==> src/kwm_pkg.sv <==
package kwm_pkg;

    localparam int NUM_LISTS  = 8;
    localparam int LIST_DEPTH = 64;

    localparam int LIST_W = (NUM_LISTS > 1) ? $clog2(NUM_LISTS) : 1;
    localparam int PTR_W  = (LIST_DEPTH > 1) ? $clog2(LIST_DEPTH) : 1;
    localparam int CNT_W  = PTR_W + 1;
    localparam int ADDR_W = LIST_W + PTR_W;
    localparam int MEM_DEPTH = NUM_LISTS * (2 ** PTR_W);
    localparam int TREE_N = 2 ** LIST_W;

    localparam int VALUE_W = 32;

    typedef enum logic [1:0] {
        KIND_PUSH  = 2'd0,
        KIND_POP   = 2'd1,
        KIND_CLEAR = 2'd2,
        KIND_NONE  = 2'd3
    } kind_t;

    // candidate head carried through the selection tree
    typedef struct packed {
        logic                      found;
        logic [LIST_W-1:0]         idx;
        logic signed [VALUE_W-1:0] value;
    } kwm_pick_t;

endpackage

==> src/kwm_min_tree.sv <==
module kwm_min_tree
(
    input  logic [kwm_pkg::VALUE_W-1:0] heads [kwm_pkg::NUM_LISTS],
    input  logic [kwm_pkg::NUM_LISTS-1:0] head_valid,
    output kwm_pkg::kwm_pick_t          pick
);

    kwm_pkg::kwm_pick_t node [2*kwm_pkg::TREE_N];

    // heap layout: leaves at TREE_N + k, root at 1; ties keep the left (lower) list
    always_comb
    begin
        node[0] = '0;
        for (int k = 0; k < kwm_pkg::TREE_N; k++)
        begin
            node[kwm_pkg::TREE_N + k].idx = kwm_pkg::LIST_W'(k);
            if (k < kwm_pkg::NUM_LISTS)
            begin
                node[kwm_pkg::TREE_N + k].found = head_valid[k];
                node[kwm_pkg::TREE_N + k].value = $signed(heads[k]);
            end
            else
            begin
                node[kwm_pkg::TREE_N + k].found = 1'b0;
                node[kwm_pkg::TREE_N + k].value = '0;
            end
        end
        for (int i = kwm_pkg::TREE_N - 1; i >= 1; i--)
        begin
            if (node[2*i+1].found &&
                (!node[2*i].found ||
                 ($signed(node[2*i+1].value) < $signed(node[2*i].value))))
            begin
                node[i] = node[2*i+1];
            end
            else
            begin
                node[i] = node[2*i];
            end
        end
        pick = node[1];
    end

endmodule

==> config.mk <==
export PLATFORM = sky130hd
export DESIGN_NAME = kwm_min_tree
export DESIGN_NICKNAME = d
export VERILOG_FILES = /design/src/kwm_pkg.sv /design/src/kwm_min_tree.sv
export SDC_FILE = /design/constraint.sdc
export NUM_CORES = 1
export LEC_CHECK = 0
export BUFFER_PORTS_ARGS = -buffer_cell sky130_fd_sc_hd__buf_4
export CAP_MARGIN = 25
export CORE_MARGIN = 4
export CORE_UTILIZATION = 53
export DETAILED_ROUTE_END_ITERATION = 10
export PLACE_DENSITY_LB_ADDON = 0.1
export REMOVE_ABC_BUFFERS = 1
export SLEW_MARGIN = 10
export SYNTH_ARGS = -nofsm -noshare
export SYNTH_HDL_FRONTEND = slang
export SYNTH_SLANG_ARGS = --single-unit
export TNS_END_PERCENT = 50
==> constraint.sdc <==
create_clock -name vclk -period 48
set_input_delay 12 -clock vclk [all_inputs]
set_output_delay 12 -clock vclk [all_outputs]
set_load 0.02 [all_outputs]
==> results of run 1 <==
cell usage after synthesis (7+ instances only):
cell,number
inv_1,228
ha_1,217
mux2i_1,128
a21oi_1,109
mux2_2,60
nor2_1,54
nand2_1,48
a21o_1,46
nand4_1,34
o21ai_0,26
nand3_1,18
clkbuf_1,11
nor2b_1,11
o21a_1,9
nor3_1,8
a211oi_1,7
buf_2,7
o211ai_1,7
cells by family (layout without fill, tap and decap cells):
family          after synthesis  in the layout  synth area share [%]
compound gates              253            253                  19.1
xor+xnor                      1              1                 0.105
buf+inv                     256            534                  12.2
simple gates                208            208                  12.6
mux                         190            190                  23.6
fa+ha+maj                   217            217                  32.4
cell type report:
class                           instances  area [sq um]
Fill cell                            1357          4560
Inverter                              229           860
Multi-Input combinational cell        869          7380
Tap cell                              211           264
Timing Repair Buffer                  305          2310
power groups by stage:
stage / registers, uW / clock network, uW / logic, uW
after detailed placement: 0 / 0 / 256
after global placement: 0 / 0 / 252
after floorplan: 0 / 0 / 165
after CTS: 0 / 0 / 257
after global routing: 0 / 0 / 281
final: 0 / 0 / 259
tightest hold or removal path: stages:
cell and delay [ns]:
buf_4 0.11, nor2_1 0.07, nand3_1 0.07, buf_4 0.14
per-stage QoR:
stage | cells | instance area, sq um | util, % | total power (uW) | setup slack (ns)
6_report | 1614 | 10800 | 70.3 | 259 | 14.51
2_1_floorplan | 1098 | 8220 | - | 165 | 14.04
3_3_place_gp | 1613 | 10800 | 70.2 | 252 | 14.73
3_5_place_dp | 1613 | 10800 | 70.2 | 256 | 14.51
5_1_grt | 1614 | 10800 | 70.3 | 281 | 13.80
4_1_cts | 1613 | 10800 | 70.2 | 257 | 14.50
worst paths after layout:
kind       end  slack, ns  cells past startpoint           from
max   pick[31]      14.51                     38      heads[71]
min   pick[35]      24.40                      4  head_valid[7]
metal layers:
| metal | track usage [%] | wire length [um] |
|---|---|---|
| met1 | 35.6 | 11600 |
| met2 | 48.0 | 12200 |
| met4 | 6.80 | 811 |
| met3 | 2.91 | 1580 |
| met5 | 0 | 0 |
==> impl_metrics.env, run 1 <==
export IMPL_layout_min_cycle_time_ns=33.50
export IMPL_hold_viol=0
export IMPL_synthToLayoutAreaGrowth_pct=29.0
export IMPL_cp_max_fo=32
export IMPL_fmax_mhz=29.9
export IMPL_ys_warn_count=0
export IMPL_yosysUniqueCellTypes=63
export IMPL_status="finished clean"
export IMPL_rsz0062_at_grt="false"
export IMPL_seq_area_sq_um=0
export IMPL_p_sw_uw=141
export IMPL_start_util_pct=54.5
export IMPL_p_int_uw=118
export IMPL_drive_above_1_share_pct=27.0
export IMPL_hold_ws_ns=24.40
export IMPL_cts_resized=0
export IMPL_overflow=0
export IMPL_grt_pass1_wl_um=40900
export IMPL_power_frac_clock_pct=0
export IMPL_synth_area_per_cell_sq_um=7.45
export IMPL_final_cell_mix="304 x buf_4, 228 x inv_1, 217 x ha_1, 128 x mux2i_1, 109 x a21oi_1"
export IMPL_die_w_um=134
export IMPL_critPathTopFamily="compound AO/OA/AOI/OAI gates"
export IMPL_cp_arrival_ns=21.50
export IMPL_pwr_density_cell_nw_per_um2=24.0
export IMPL_drc_errors=0
export IMPL_rows=45
export IMPL_seq_power_share_pct=0
export IMPL_required_ns=36.00
export IMPL_layout_nets=1886
export IMPL_diodes=0
export IMPL_wire_per_inst_um=16.2
export IMPL_timing_final_max_slew_violations=0
export IMPL_synth_top_cell_by_area="ha_1"
export IMPL_setup_viol=0
export IMPL_crit_slowest_cell="nand2_2"
export IMPL_drt_iter0_drc=392
export IMPL_tns_ns=0
export IMPL_maxCapViolCount=0
export IMPL_synth_top_area_share_pct=32.4
export IMPL_critPathBufInv=5
export IMPL_drt_antenna_violating_nets=0
export IMPL_core_area_sq_um=15400
export IMPL_ir_worst_vdd_mv=0.0167
export IMPL_start_kind="input pin"
export IMPL_grt_max_degree=34
export IMPL_critPathKind="in2out"
export IMPL_leakage_uw=0.00657
export IMPL_fp_dieArea_sq_um=17900
export IMPL_grt_pass1_vias=8752
export IMPL_dr_pass1_iters=5
export IMPL_worst_slew_pin_slew_ns=0.981
export IMPL_synthTopCellsByArea="ha_1 32%, mux2i_1 15%, inv_1 10%"
export IMPL_postCtsSetupRepairBufs=0
export IMPL_postCtsHoldBufs=0
export IMPL_die_y_um=134
export IMPL_antenna_found_initial=0
export IMPL_period_share_pct=69.8
export IMPL_grtUsageTotal_pct=27.3
export IMPL_critPathMostFrequentCell="a21o_1"
export IMPL_port_buffers=300
export IMPL_place_gp_congestion=0.959
export IMPL_layout_commonest_cell="buf_4"
export IMPL_maxSlewHeadroom_pct=34.4
export IMPL_hold_path_class="in2out"
export IMPL_vias_per_cell=5.56
export IMPL_netlist_area_sq_um=8380
export IMPL_wl_um=26200
export IMPL_post_synth_inst_count=1125
export IMPL_ys_seq_area_share_pct=0
export IMPL_seq_cells=0
export IMPL_max_stage_delay_ns=0.72
export IMPL_comb_power_share_pct=100.0
export IMPL_clockBufferCount=0
export IMPL_p_sw_share_pct=54.6
export IMPL_num_vias=8968
export IMPL_crit_path_end_kind="output port"
export IMPL_io_pins=300
export IMPL_dp_hpwl_um=23600
Note: power is estimated with default switching activity, not from simulation.
==> run 2: changes to the inputs <==
==> constraint.sdc (replaced) <==
create_clock -name vclk -period 32.4
set_input_delay 8.1 -clock vclk [all_inputs]
set_output_delay 8.1 -clock vclk [all_outputs]
set_load 0.02 [all_outputs]
==> impl_metrics.env, run 2 (synthesis gave the netlist of run 1 again) <==
export IMPL_pwr_density_cell_nw_per_um2=35.4
export IMPL_drt_iter0_drc=435
export IMPL_dr_pass1_iters=5
export IMPL_tns_ns=0
export IMPL_overflow=0
export IMPL_grt_pass1_vias=8793
export IMPL_dp_slack_ns=6.74
export IMPL_placed_cells_incl_taps=1613
export IMPL_p_sw_uw=208
export IMPL_die_w_um=134
export IMPL_critPathKind="in2out"
export IMPL_grt_pass1_wl_um=40900
export IMPL_postCtsHoldBufs=0
export IMPL_place_gp_congestion=0.958
export IMPL_cp_max_fo=32
export IMPL_cts_resized=0
export IMPL_synthToLayoutAreaGrowth_pct=29.0
export IMPL_crit_path_end_kind="output port"
export IMPL_multiInputGateArea_sq_um=7380
export IMPL_power_uw=382
export IMPL_fillers=1393
export IMPL_fmax_mhz=39.0
export IMPL_crit_slowest_cell="o41ai_1"
export IMPL_hold_viol=0
export IMPL_core_area_sq_um=15400
export IMPL_layout_nets=1886
export IMPL_status="finished clean"
export IMPL_port_buffers=300
export IMPL_dp_hpwl_um=23600
export IMPL_wire_per_inst_um=16.1
export IMPL_rows=45
export IMPL_seq_cells=0
export IMPL_comb_power_share_pct=100.0
export IMPL_die_y_um=134
export IMPL_io_pins=300
export IMPL_period_share_pct=79.2
export IMPL_grtUsageTotal_pct=27.2
export IMPL_antenna_found_initial=0
export IMPL_start_util_pct=54.5
export IMPL_power_frac_clock_pct=0
export IMPL_layout_commonest_cell="buf_4"
export IMPL_p_sw_share_pct=54.5
export IMPL_leakage_uw=0.00657
export IMPL_fin_util_pct=70.3
export IMPL_rsz0062_at_grt="false"
export IMPL_num_vias=8916
export IMPL_setup_viol=0
export IMPL_hold_path_class="in2out"
export IMPL_layout_min_cycle_time_ns=25.66
export IMPL_cp_arrival_ns=17.56
export IMPL_maxSlewHeadroom_pct=33.2
export IMPL_instances_no_fill=1614
export IMPL_maxCapViolCount=0
export IMPL_final_cell_mix="304 x buf_4, 228 x inv_1, 217 x ha_1, 128 x mux2i_1, 109 x a21oi_1"
export IMPL_drt_antenna_violating_nets=0
export IMPL_worst_slew_pin_slew_ns=0.998
export IMPL_fp_dieArea_sq_um=17900
export IMPL_diodes=0
export IMPL_seq_power_share_pct=0
export IMPL_p_int_uw=174
export IMPL_postCtsSetupRepairBufs=0
export IMPL_max_stage_delay_ns=0.72
export IMPL_wl_um=26000
export IMPL_clockBufferCount=0
export IMPL_timing_final_max_slew_violations=0
export IMPL_grt_max_degree=34
export IMPL_vias_per_cell=5.52
export IMPL_required_ns=24.30
export IMPL_start_kind="input pin"
export IMPL_ir_worst_vdd_mv=0.0286
export IMPL_seq_area_sq_um=0
export IMPL_drive_above_1_share_pct=27.0
export IMPL_drc_errors=0
export IMPL_setup_ws_ns=6.74
==> run 2: cell counts in the layout (fill, tap and decap cells not counted) <==
No cell type changed its count.
==> run 2: cell type report <==
type,count,share of cell area (%)
multi-input combinational,869,68.2
timing repair buffer,305,21.4
inverter,229,7.95
tap,211,2.44
==> run 2: stage by stage <==
stage                     hold slack [ns]  cell area, sq um
after floorplan                     16.41              8220
after global placement              16.58             10800
after detailed placement            16.59             10800
after CTS                           16.59             10800
after global routing                16.64             10800
final                               16.60             10800
==> run 2: path summary, 6_finish.rpt <==
kind,from,to,cells past startpoint
setup / recovery,heads[71],pick[31],38
hold / removal,head_valid[6],pick[35],4
==> run 2: power by group through the flow <==
stage / clock [uW] / combinational (uW) / sequential, uW
6_report: 0 / 382 / 0
5_1_grt: 0 / 416 / 0
4_1_cts: 0 / 381 / 0
3_5_place_dp: 0 / 379 / 0
3_3_place_gp: 0 / 373 / 0
2_1_floorplan: 0 / 245 / 0
==> run 2: layer usage <==
layer	track usage, %	share of wire, %
met5	0	0
met2	48.9	47
met1	35.3	45
met4	5.71	2.5
met3	2.42	6.0
==> run 2: worst max-delay path: cells and delay by family <==
kind,cells,cell delay (ns)
adders and majority gates,3,0.82
and+or+nand+nor,11,2.78
AOI/OAI and AO/OA,15,3.60
muxes,3,1.02
buffers and inverters,5,1.01
xor gates and xnor gates,1,0.17
